<file path="src/assert_macros.svh">
// assertion macros used by the arp cache rtl file
// no dependencies; compiled out when SYNTH is defined
`ifndef ASSERT_MACROS_SVH
`define ASSERT_MACROS_SVH
`ifndef SYNTH
`define ASSERT_RST(lbl, clk, rst_n, prop) \
    lbl: assert property (@(posedge clk) disable iff (!rst_n) prop) \
    else $error("assertion failed");
`define ASSERT_ALWAYS(lbl, clk, prop) \
    lbl: assert property (@(posedge clk) prop) \
    else $error("assertion failed");
`else
`define ASSERT_RST(lbl, clk, rst_n, prop)
`define ASSERT_ALWAYS(lbl, clk, prop)
`endif
`endif

</file>
<file path="src/arpc_pkg.sv">
// types, codes and reset constants of the arp cache
// no dependencies
package arpc_pkg;

    localparam int TABLE_DEPTH = 8;

    localparam int IP_W     = 32;
    localparam int MAC_W    = 48;
    localparam int TTL_W    = 16;
    localparam int RETRY_W  = 4;
    localparam int KIND_W   = 2;
    localparam int STATUS_W = 3;
    localparam int EIDX_W   = 3;
    localparam int CFG_IDX_W  = 2;
    localparam int CFG_DATA_W = 16;

    // request kinds
    localparam logic [KIND_W-1:0] KIND_RESOLVE = 2'd0;
    localparam logic [KIND_W-1:0] KIND_LEARN   = 2'd1;
    localparam logic [KIND_W-1:0] KIND_TICK    = 2'd2;
    localparam logic [KIND_W-1:0] KIND_NONE    = 2'd3;

    // result status codes
    localparam logic [STATUS_W-1:0] STAT_HIT       = 3'd0;
    localparam logic [STATUS_W-1:0] STAT_NEW_REQ   = 3'd1;
    localparam logic [STATUS_W-1:0] STAT_PENDING   = 3'd2;
    localparam logic [STATUS_W-1:0] STAT_FULL      = 3'd3;
    localparam logic [STATUS_W-1:0] STAT_LEARNED   = 3'd4;
    localparam logic [STATUS_W-1:0] STAT_RETRY_REQ = 3'd5;
    localparam logic [STATUS_W-1:0] STAT_TICK_DONE = 3'd6;

    // entry state codes
    localparam logic [1:0] ENT_FREE    = 2'd0;
    localparam logic [1:0] ENT_PENDING = 2'd1;
    localparam logic [1:0] ENT_VALID   = 2'd2;

    // configuration register indexes
    localparam logic [CFG_IDX_W-1:0] CFG_VALID_LIFETIME = 2'd0;
    localparam logic [CFG_IDX_W-1:0] CFG_FIRST_WAIT     = 2'd1;
    localparam logic [CFG_IDX_W-1:0] CFG_RETRY_WAIT     = 2'd2;
    localparam logic [CFG_IDX_W-1:0] CFG_RETRY_LIMIT    = 2'd3;

    localparam logic [TTL_W-1:0]   RST_VALID_LIFETIME = 16'd1000;
    localparam logic [TTL_W-1:0]   RST_FIRST_WAIT     = 16'd5;
    localparam logic [TTL_W-1:0]   RST_RETRY_WAIT     = 16'd50;
    localparam logic [RETRY_W-1:0] RST_RETRY_LIMIT    = 4'd3;

    // one word of the entry memory
    typedef struct packed {
        logic [IP_W-1:0]    ip;
        logic [MAC_W-1:0]   mac;
        logic [TTL_W-1:0]   ttl;
        logic [RETRY_W-1:0] retries;
    } t_entry;

endpackage

</file>
<file path="src/arp_cache_with_aging_unit.sv">
// arp cache with aging: lookup, learn and tick sequencer over one entry memory
// depends on arpc_pkg and assert_macros.svh
//
//  channel   signals                                    handshake
//  -------   -----------------------------------------  -------------------
//  request   i_kind, i_target_ip, i_learned_mac          i_valid / o_ready
//  result    o_status, o_found_mac, o_request_ip,        o_valid / i_ready
//            o_entry_index, o_last
//  config    i_cfg_idx, i_cfg_data                       i_cfg_we, no wait
//
//  a resolve or learn request walks every entry: each entry gets a memory read step and
//  an evaluate step of the shared compare/decrement unit, then, once the output register
//  is free, a finish step writes the chosen entry, if any, and emits the result
//  a tick takes the same walk; each retry result waits for the output register
//  o_ready is high only while the sequencer is idle; a finished result may still
//  sit in the output register while the next request is taken
//  reset clears the entry state flags only; address, mac, lifetime and retry words
//  of a free entry are never read and are rewritten whenever an entry is claimed
`include "assert_macros.svh"

module arp_cache_with_aging_unit #(
    parameter int TABLE_DEPTH = arpc_pkg::TABLE_DEPTH
) (
    input  logic                             i_clk,
    input  logic                             i_rst_n,
    // request channel
    input  logic                             i_valid,
    output logic                             o_ready,
    input  logic [arpc_pkg::KIND_W-1:0]      i_kind,
    input  logic [arpc_pkg::IP_W-1:0]        i_target_ip,
    input  logic [arpc_pkg::MAC_W-1:0]       i_learned_mac,
    // result channel
    output logic                             o_valid,
    input  logic                             i_ready,
    output logic [arpc_pkg::STATUS_W-1:0]    o_status,
    output logic [arpc_pkg::MAC_W-1:0]       o_found_mac,
    output logic [arpc_pkg::IP_W-1:0]        o_request_ip,
    output logic [arpc_pkg::EIDX_W-1:0]      o_entry_index,
    output logic                             o_last,
    // configuration write port
    input  logic                             i_cfg_we,
    input  logic [arpc_pkg::CFG_IDX_W-1:0]   i_cfg_idx,
    input  logic [arpc_pkg::CFG_DATA_W-1:0]  i_cfg_data
);

    localparam int IW = (TABLE_DEPTH > 1) ? $clog2(TABLE_DEPTH) : 1;
    localparam logic [IW-1:0] LAST_IDX = IW'(TABLE_DEPTH - 1);

    // sequencer states
    localparam logic [1:0] S_IDLE = 2'd0;
    localparam logic [1:0] S_RD   = 2'd1;
    localparam logic [1:0] S_EV   = 2'd2;
    localparam logic [1:0] S_FIN  = 2'd3;

    // configuration registers
    logic [arpc_pkg::TTL_W-1:0]   r_valid_lifetime;
    logic [arpc_pkg::TTL_W-1:0]   r_first_wait;
    logic [arpc_pkg::TTL_W-1:0]   r_retry_wait;
    logic [arpc_pkg::RETRY_W-1:0] r_retry_limit;

    always_ff @(posedge i_clk) begin
        if (!i_rst_n) begin
            r_valid_lifetime <= arpc_pkg::RST_VALID_LIFETIME;
            r_first_wait     <= arpc_pkg::RST_FIRST_WAIT;
            r_retry_wait     <= arpc_pkg::RST_RETRY_WAIT;
            r_retry_limit    <= arpc_pkg::RST_RETRY_LIMIT;
        end else if (i_cfg_we) begin
            case (i_cfg_idx)
                arpc_pkg::CFG_VALID_LIFETIME: r_valid_lifetime <= i_cfg_data;
                arpc_pkg::CFG_FIRST_WAIT:     r_first_wait     <= i_cfg_data;
                arpc_pkg::CFG_RETRY_WAIT:     r_retry_wait     <= i_cfg_data;
                arpc_pkg::CFG_RETRY_LIMIT:
                    r_retry_limit <= i_cfg_data[arpc_pkg::RETRY_W-1:0];
                default: ;
            endcase
        end
    end

    // entry memory, one read and one write port, registered read data
    arpc_pkg::t_entry r_mem [TABLE_DEPTH];
    arpc_pkg::t_entry r_rd_word;
    logic             mem_we;
    logic [IW-1:0]    mem_addr;
    arpc_pkg::t_entry mem_wdata;

    // entry state flags, cleared at reset
    logic [1:0] r_ent_st [TABLE_DEPTH];
    logic       st_we;
    logic [IW-1:0] st_addr;
    logic [1:0] st_wdata;

    // sequencer and request registers
    logic [1:0]                    r_fsm, n_fsm;
    logic [IW-1:0]                 r_idx, n_idx;
    logic [arpc_pkg::KIND_W-1:0]   r_kind, n_kind;
    logic [arpc_pkg::IP_W-1:0]     r_ip, n_ip;
    logic [arpc_pkg::MAC_W-1:0]    r_mac, n_mac;

    // search results
    logic                          r_hit, n_hit;
    logic [IW-1:0]                 r_hit_idx, n_hit_idx;
    logic                          r_hit_valid, n_hit_valid;
    logic [arpc_pkg::MAC_W-1:0]    r_hit_mac, n_hit_mac;
    logic                          r_free, n_free;
    logic [IW-1:0]                 r_free_idx, n_free_idx;

    // output register
    logic                          r_out_vld;
    logic [arpc_pkg::STATUS_W-1:0] r_out_status;
    logic [arpc_pkg::MAC_W-1:0]    r_out_mac;
    logic [arpc_pkg::IP_W-1:0]     r_out_ip;
    logic [arpc_pkg::EIDX_W-1:0]   r_out_idx;
    logic                          r_out_last;

    logic                          out_load;
    logic                          emit;
    logic [arpc_pkg::STATUS_W-1:0] em_status;
    logic [arpc_pkg::MAC_W-1:0]    em_mac;
    logic [arpc_pkg::IP_W-1:0]     em_ip;
    logic [IW-1:0]                 em_idx;
    logic                          em_last;
    logic [IW+2:0]                 em_idx_ext;

    // shared compare/decrement unit
    logic [1:0]                    cur_st;
    logic                          ip_eq;
    logic [arpc_pkg::TTL_W-1:0]    ttl_dec;

    assign cur_st  = r_ent_st[r_idx];
    assign ip_eq   = (r_rd_word.ip == r_ip);
    assign ttl_dec = (r_rd_word.ttl != '0) ? (r_rd_word.ttl - 1'b1) : r_rd_word.ttl;

    assign out_load   = !r_out_vld || i_ready;
    assign em_idx_ext = {3'b000, em_idx};

    always_ff @(posedge i_clk) begin
        if (mem_we) begin
            r_mem[mem_addr] <= mem_wdata;
        end
        r_rd_word <= r_mem[r_idx];
    end

    always_ff @(posedge i_clk) begin
        if (!i_rst_n) begin
            for (int k = 0; k < TABLE_DEPTH; k++) begin
                r_ent_st[k] <= arpc_pkg::ENT_FREE;
            end
        end else if (st_we) begin
            r_ent_st[st_addr] <= st_wdata;
        end
    end

    always_comb begin
        n_fsm       = r_fsm;
        n_idx       = r_idx;
        n_kind      = r_kind;
        n_ip        = r_ip;
        n_mac       = r_mac;
        n_hit       = r_hit;
        n_hit_idx   = r_hit_idx;
        n_hit_valid = r_hit_valid;
        n_hit_mac   = r_hit_mac;
        n_free      = r_free;
        n_free_idx  = r_free_idx;
        mem_we      = 1'b0;
        mem_addr    = r_idx;
        mem_wdata   = r_rd_word;
        st_we       = 1'b0;
        st_addr     = r_idx;
        st_wdata    = arpc_pkg::ENT_FREE;
        emit        = 1'b0;
        em_status   = arpc_pkg::STAT_TICK_DONE;
        em_mac      = '0;
        em_ip       = '0;
        em_idx      = '0;
        em_last     = 1'b0;

        case (r_fsm)
            S_IDLE: begin
                if (i_valid) begin
                    n_kind = i_kind;
                    n_ip   = i_target_ip;
                    n_mac  = i_learned_mac;
                    n_idx  = '0;
                    n_hit  = 1'b0;
                    n_free = 1'b0;
                    // unused kind is taken and dropped
                    if (i_kind != arpc_pkg::KIND_NONE) begin
                        n_fsm = S_RD;
                    end
                end
            end

            S_RD: begin
                n_fsm = S_EV;
            end

            S_EV: begin
                logic advance;
                advance = 1'b1;
                if (r_kind == arpc_pkg::KIND_TICK) begin
                    if (cur_st != arpc_pkg::ENT_FREE) begin
                        if (ttl_dec != '0) begin
                            mem_we        = 1'b1;
                            mem_wdata.ttl = ttl_dec;
                        end else if (cur_st == arpc_pkg::ENT_PENDING) begin
                            if (r_rd_word.retries != '0) begin
                                // reissue: wait until the output register is free
                                advance = out_load;
                                if (out_load) begin
                                    mem_we            = 1'b1;
                                    mem_wdata.ttl     = r_retry_wait;
                                    mem_wdata.retries = r_rd_word.retries - 1'b1;
                                    emit              = 1'b1;
                                    em_status         = arpc_pkg::STAT_RETRY_REQ;
                                    em_ip             = r_rd_word.ip;
                                    em_idx            = r_idx;
                                end
                            end else begin
                                st_we = 1'b1;
                            end
                        end else if (cur_st == arpc_pkg::ENT_VALID) begin
                            st_we = 1'b1;
                        end else begin
                            // unknown state code: lifetime just runs down
                            mem_we        = 1'b1;
                            mem_wdata.ttl = ttl_dec;
                        end
                    end
                end else begin
                    // lowest matching occupied entry and lowest free entry
                    if (cur_st != arpc_pkg::ENT_FREE && ip_eq && !r_hit) begin
                        n_hit       = 1'b1;
                        n_hit_idx   = r_idx;
                        n_hit_valid = (cur_st == arpc_pkg::ENT_VALID);
                        n_hit_mac   = r_rd_word.mac;
                    end
                    if (cur_st == arpc_pkg::ENT_FREE && !r_free) begin
                        n_free     = 1'b1;
                        n_free_idx = r_idx;
                    end
                end
                if (advance) begin
                    if (r_idx == LAST_IDX) begin
                        n_fsm = S_FIN;
                    end else begin
                        n_idx = r_idx + 1'b1;
                        n_fsm = S_RD;
                    end
                end
            end

            S_FIN: begin
                if (out_load) begin
                    emit    = 1'b1;
                    em_last = 1'b1;
                    n_fsm   = S_IDLE;
                    case (r_kind)
                        arpc_pkg::KIND_RESOLVE: begin
                            if (r_hit) begin
                                em_idx = r_hit_idx;
                                if (r_hit_valid) begin
                                    em_status = arpc_pkg::STAT_HIT;
                                    em_mac    = r_hit_mac;
                                end else begin
                                    em_status = arpc_pkg::STAT_PENDING;
                                end
                            end else if (r_free) begin
                                mem_we            = 1'b1;
                                mem_addr          = r_free_idx;
                                mem_wdata.ip      = r_ip;
                                mem_wdata.mac     = '0;
                                mem_wdata.ttl     = r_first_wait;
                                mem_wdata.retries = r_retry_limit;
                                st_we             = 1'b1;
                                st_addr           = r_free_idx;
                                st_wdata          = arpc_pkg::ENT_PENDING;
                                em_status         = arpc_pkg::STAT_NEW_REQ;
                                em_ip             = r_ip;
                                em_idx            = r_free_idx;
                            end else begin
                                em_status = arpc_pkg::STAT_FULL;
                            end
                        end
                        arpc_pkg::KIND_LEARN: begin
                            if (r_hit || r_free) begin
                                mem_we            = 1'b1;
                                mem_addr          = r_hit ? r_hit_idx : r_free_idx;
                                mem_wdata.ip      = r_ip;
                                mem_wdata.mac     = r_mac;
                                mem_wdata.ttl     = r_valid_lifetime;
                                mem_wdata.retries = '0;
                                st_we             = 1'b1;
                                st_addr           = mem_addr;
                                st_wdata          = arpc_pkg::ENT_VALID;
                                em_status         = arpc_pkg::STAT_LEARNED;
                                em_idx            = mem_addr;
                            end else begin
                                em_status = arpc_pkg::STAT_FULL;
                            end
                        end
                        default: begin
                            em_status = arpc_pkg::STAT_TICK_DONE;
                        end
                    endcase
                end
            end

            default: begin
                n_fsm = S_IDLE;
            end
        endcase
    end

    always_ff @(posedge i_clk) begin
        if (!i_rst_n) begin
            r_fsm     <= S_IDLE;
            r_idx     <= '0;
            r_hit     <= 1'b0;
            r_free    <= 1'b0;
            r_out_vld <= 1'b0;
        end else begin
            r_fsm  <= n_fsm;
            r_idx  <= n_idx;
            r_hit  <= n_hit;
            r_free <= n_free;
            if (out_load) begin
                r_out_vld <= emit;
            end
        end
    end

    // payload registers
    always_ff @(posedge i_clk) begin
        r_kind      <= n_kind;
        r_ip        <= n_ip;
        r_mac       <= n_mac;
        r_hit_idx   <= n_hit_idx;
        r_hit_valid <= n_hit_valid;
        r_hit_mac   <= n_hit_mac;
        r_free_idx  <= n_free_idx;
        if (out_load && emit) begin
            r_out_status <= em_status;
            r_out_mac    <= em_mac;
            r_out_ip     <= em_ip;
            r_out_idx    <= em_idx_ext[2:0];
            r_out_last   <= em_last;
        end
    end

    assign o_ready       = (r_fsm == S_IDLE);
    assign o_valid       = r_out_vld;
    assign o_status      = r_out_status;
    assign o_found_mac   = r_out_mac;
    assign o_request_ip  = r_out_ip;
    assign o_entry_index = r_out_idx;
    assign o_last        = r_out_last;

    // a retry result is never the final one of a tick
    `ASSERT_RST(a_retry_not_last, i_clk, i_rst_n, (o_valid && o_status == arpc_pkg::STAT_RETRY_REQ) |-> !o_last)
    // the finish step only follows a full walk
    `ASSERT_RST(a_fin_at_end, i_clk, i_rst_n, (r_fsm == S_FIN) |-> (r_idx == LAST_IDX))
    // the entry memory is written only while evaluating or finishing
    `ASSERT_RST(a_mem_we_phase, i_clk, i_rst_n, mem_we |-> (r_fsm == S_EV || r_fsm == S_FIN))
    // a real request starts the walk at the first entry
    `ASSERT_RST(a_walk_start, i_clk, i_rst_n, (i_valid && o_ready && i_kind != arpc_pkg::KIND_NONE) |=> (r_fsm == S_RD && r_idx == '0))

endmodule

</file>
<file path="config.mk">
export PLATFORM = sky130hd
export DESIGN_NAME = arp_cache_with_aging_unit
export DESIGN_NICKNAME = d
export VERILOG_FILES = /design/src/arpc_pkg.sv /design/src/arp_cache_with_aging_unit.sv
export VERILOG_INCLUDE_DIRS = /design/src /design/src/src
export SDC_FILE = /design/constraint.sdc
export NUM_CORES = 1
export LEC_CHECK = 0
export BUFFER_PORTS_ARGS = -buffer_cell sky130_fd_sc_hd__buf_2
export CAP_MARGIN = 30
export CORE_ASPECT_RATIO = 1.75
export CORE_UTILIZATION = 53
export DETAILED_ROUTE_END_ITERATION = 7
export PLACE_DENSITY = 0.74
export SYNTH_ARGS = -nofsm -noshare
export SYNTH_HDL_FRONTEND = slang
export SYNTH_SLANG_ARGS = --single-unit
</file>
<file path="constraint.sdc">
create_clock -name i_clk -period 10 [get_ports i_clk]
set_input_delay 0.5 -clock i_clk [delete_from_list [all_inputs] [get_ports i_clk]]
set_output_delay 0.5 -clock i_clk [all_outputs]
set_load 0.03 [all_outputs]
</file>
==> run metrics <==
clock network power share=42.4%; DR iter-0 viols=2164; CTS tree=yes; WHS Path Cells=1; hold_buf cts=80; Num CTS Buffers=101; Total Power=9.93 mW; CTS Sinks=1203; worst hold path type=in2reg; Starting Density=53.6%; TritonRoute pass-1 iters=5; final count of pins violating max slew=0; leakage power=17.3 nW; Design Area, Final=52900 um2; layout cell share with drive strength beyond 1=25.8%; ANT nets after route=0; Port Buf Inserts=193; Net Sw Frac=19.7%; Synth Area in Compound Gates=4.34%; syn nets=2675; dominant cells by area after synthesis=edfxtp_1 (68%), mux4_2 (10%), dfxtp_1 (7.1%); Final Skew=0.0343 ns; Row Count=142; area taken by multi-input logic gates=11000 um2; Post-CTS Resized=0; vias per cell=5.95; Register Area=34500 um2; H-tree lvl count=3; vias in the first global route=25486; critical path class=reg2reg; Final Hold Fails=0; CTS root buf=clkbuf_16; first-pass GRT wire length=155000 um; crit end category=flip-flop; XOR/XNOR Fraction of Synth Area=0.725%; Comb pwr share=2.3%; Worst Max-Slew Pin Slew=1.15 ns; CP max FO=40; number of synthesized flops with an enable pin=1040; P_sw=1.96 mW; die area=87900 um2; Power Dens Cells=188 nW/um2; total gr overflow=0; Die X=225 um; Cells after Synth=2566; most common cell after layout, fill and taps aside=edfxtp_1; fill count=5971; area fraction of the dominant cell type after synthesis=68.0%; flop2flop setup slack=4.30 ns; vias post-DR=24346; clk slew on worst S/H paths=0.07 ns; unrepaired setup endpoints after global routing=false; Simple-Gate Fraction of Synth Area=5.58%; final setup fails=0; Routed WL=103000 um; DR WL/cell=25.2 um; internal power=7.97 mW; final HPWL from detailed placement=60800 um; core area=85600 um2; Max Clk Rate=0.175 GHz; worst vdd ir=188 uV; adder and majority gate portion of the synthesized area=0.109%; post-layout min period=5.70 ns; most frequent cells in the layout=edfxtp_1 (1040), nand2_1 (314), mux4_2 (204); Yosys cell types=66; Placer Congestion=0.899; Hold Path Origin=i_kind[1]; Crit path required time=10.41 ns; Post-DP Area=48500 um2; Final nets=2960; Seq/Total Area, Yosys=75.1%; Worst Hold Path EP=r_kind[1]; largest family of logic cells by synthesized area=multiplexers; FF-to-FF Start=r_rd_word[7]; die height=391 um; total of max-cap violations=0; status=complete, no violations; area grow syn2layout=15.3%; clock buffer depth=3; CP startpoint kind=flip-flop; FF+latch count, synth=1203; # IOs=194; mux share of post-synthesis cell area=12.8%; Crit Reg-Reg Endpoint=r_mem[2][20]; Post-CTS Repair Setup Buffers=0; reg2reg path depth=10; crit share post-route=57.0%; sequential share of power=55.4%; post-synth top area cell=edfxtp_1; diode count=0; largest net degree at the start of global routing=163; Most used DFF post-synth=edfxtp_1; Yosys warnings=0; syn_area_per_cell=17.9 um2; asr flop ratio synth=0%; antenna violations before repair=1; CP arrival=6.11 ns; GRT Overall Usage=23.8%; # DRC=0; mapped cell area=45900 um2; insertion delay to the later sink of the worst-skew pair=0.70 ns; Slew headroom=23.2%
## kinds of logic after synthesis
family	Yosys count
flops	1203
xor+xnor	38
mux	319
fa+ha+maj	4
simple gates	557
buf+inv	155
compound gates	290
## synthesized netlist by cell type, types with 4 or more instances
master	number
nor3b_1	5
o21a_1	5
a211oi_1	11
a21boi_0	37
mux2_2	102
nor2_1	60
and2_1	57
o21ai_0	78
nand3_1	26
inv_1	8
or4_1	5
o31ai_1	8
clkbuf_1	113
edfxtp_1	1040
or2_2	4
nand2_1	314
a222oi_1	7
xor2_1	20
a311oi_1	4
nand4_1	12
mux2i_1	13
ha_1	4
nand2b_1	14
o211ai_1	5
or3_1	7
a21o_1	9
xnor2_1	18
buf_2	6
nor3_1	16
a22o_1	44
buf_1	23
nor4_1	11
a21oi_1	40
nor2b_1	8
dfxtp_1	163
o22ai_1	15
mux4_2	204
and3_1	6
## through the flow
step / utilization, % / worst slack [ns] / hold slack, ns / cells / TNS, ns
floorplan: - / -0.277 / 0.408 / 2566 / -221.22
global placement: 56.3 / 4.35 / 0.420 / 3802 / 0
detailed placement: 56.7 / 4.35 / 0.418 / 3817 / 0
CTS: 61.8 / 4.30 / 0.00310 / 4088 / 0
global route: 61.8 / 4.15 / 0.0335 / 4091 / 0
finish: 61.8 / 4.30 / 0.0604 / 4091 / 0
## sequential cells by signal, summed over array words and instances (netlist names), 4 cells and up, named ones only
| signal | flops |
|---|---|
| r_valid_lifetime | 16 |
| r_mem | 800 |
| r_rd_word | 100 |
| r_mac | 48 |
| r_retry_limit | 4 |
| r_ip | 32 |
| o_found_mac | 48 |
| r_first_wait | 16 |
| r_hit_mac | 48 |
| r_ent_st | 16 |
| r_retry_wait | 16 |
| o_request_ip | 32 |
## power groups by stage
stage,logic (mW),clock network (mW),registers (mW)
6_report,0.226,4.20,5.50
5_1_grt,0.245,4.44,5.50
4_1_cts,0.227,4.27,5.50
3_5_place_dp,0.200,0,5.61
3_3_place_gp,0.191,0,5.60
2_1_floorplan,0.127,0,5.59
## per-layer routing
layer  vias to the layer above  track usage, %  share of wire [%]
met3                       183            3.25                5.7
met5                         -               0                  0
li1                      10607               -                  -
met1                     12544            30.0                 39
met4                         0            8.26                2.9
met2                      1012            42.1                 53
## worst max-delay path: stages (launching register included)
cell	delay [ns]
dfxtp_1	0.45
or3_1	0.58
nor4_1	0.54
mux2i_1	0.31
or4b_4	0.51
or4_1	0.81
o31ai_4	0.95
a211oi_4	0.13
buf_4	0.38
buf_4	0.39
buf_16	0.27
## area by class of cell
cell class	instances	share of cell area [%]
clock buffer	136	5.40
clock inverter	55	1.38
inverter	8	0.0567
multi-input combinational	1208	20.7
sequential	1203	65.2
tap	1152	2.72
timing repair buffer	329	4.56
## worst max-delay path by stage
stage | from | to | slack [ns] | cells past startpoint
global route | r_rd_word[7] | r_mem[2][9] | 4.15 | 10
detailed placement | r_fsm[1] | r_mem[2][25] | 4.35 | 10
CTS | r_fsm[1] | r_mem[2][18] | 4.30 | 10
floorplan | r_rd_word[13] | r_mem[0][0] | -0.28 | 9
global placement | r_fsm[1] | r_mem[6][41] | 4.35 | 9
finish | r_rd_word[7] | r_mem[2][20] | 4.30 | 10
(Power assumes the default switching activity.)
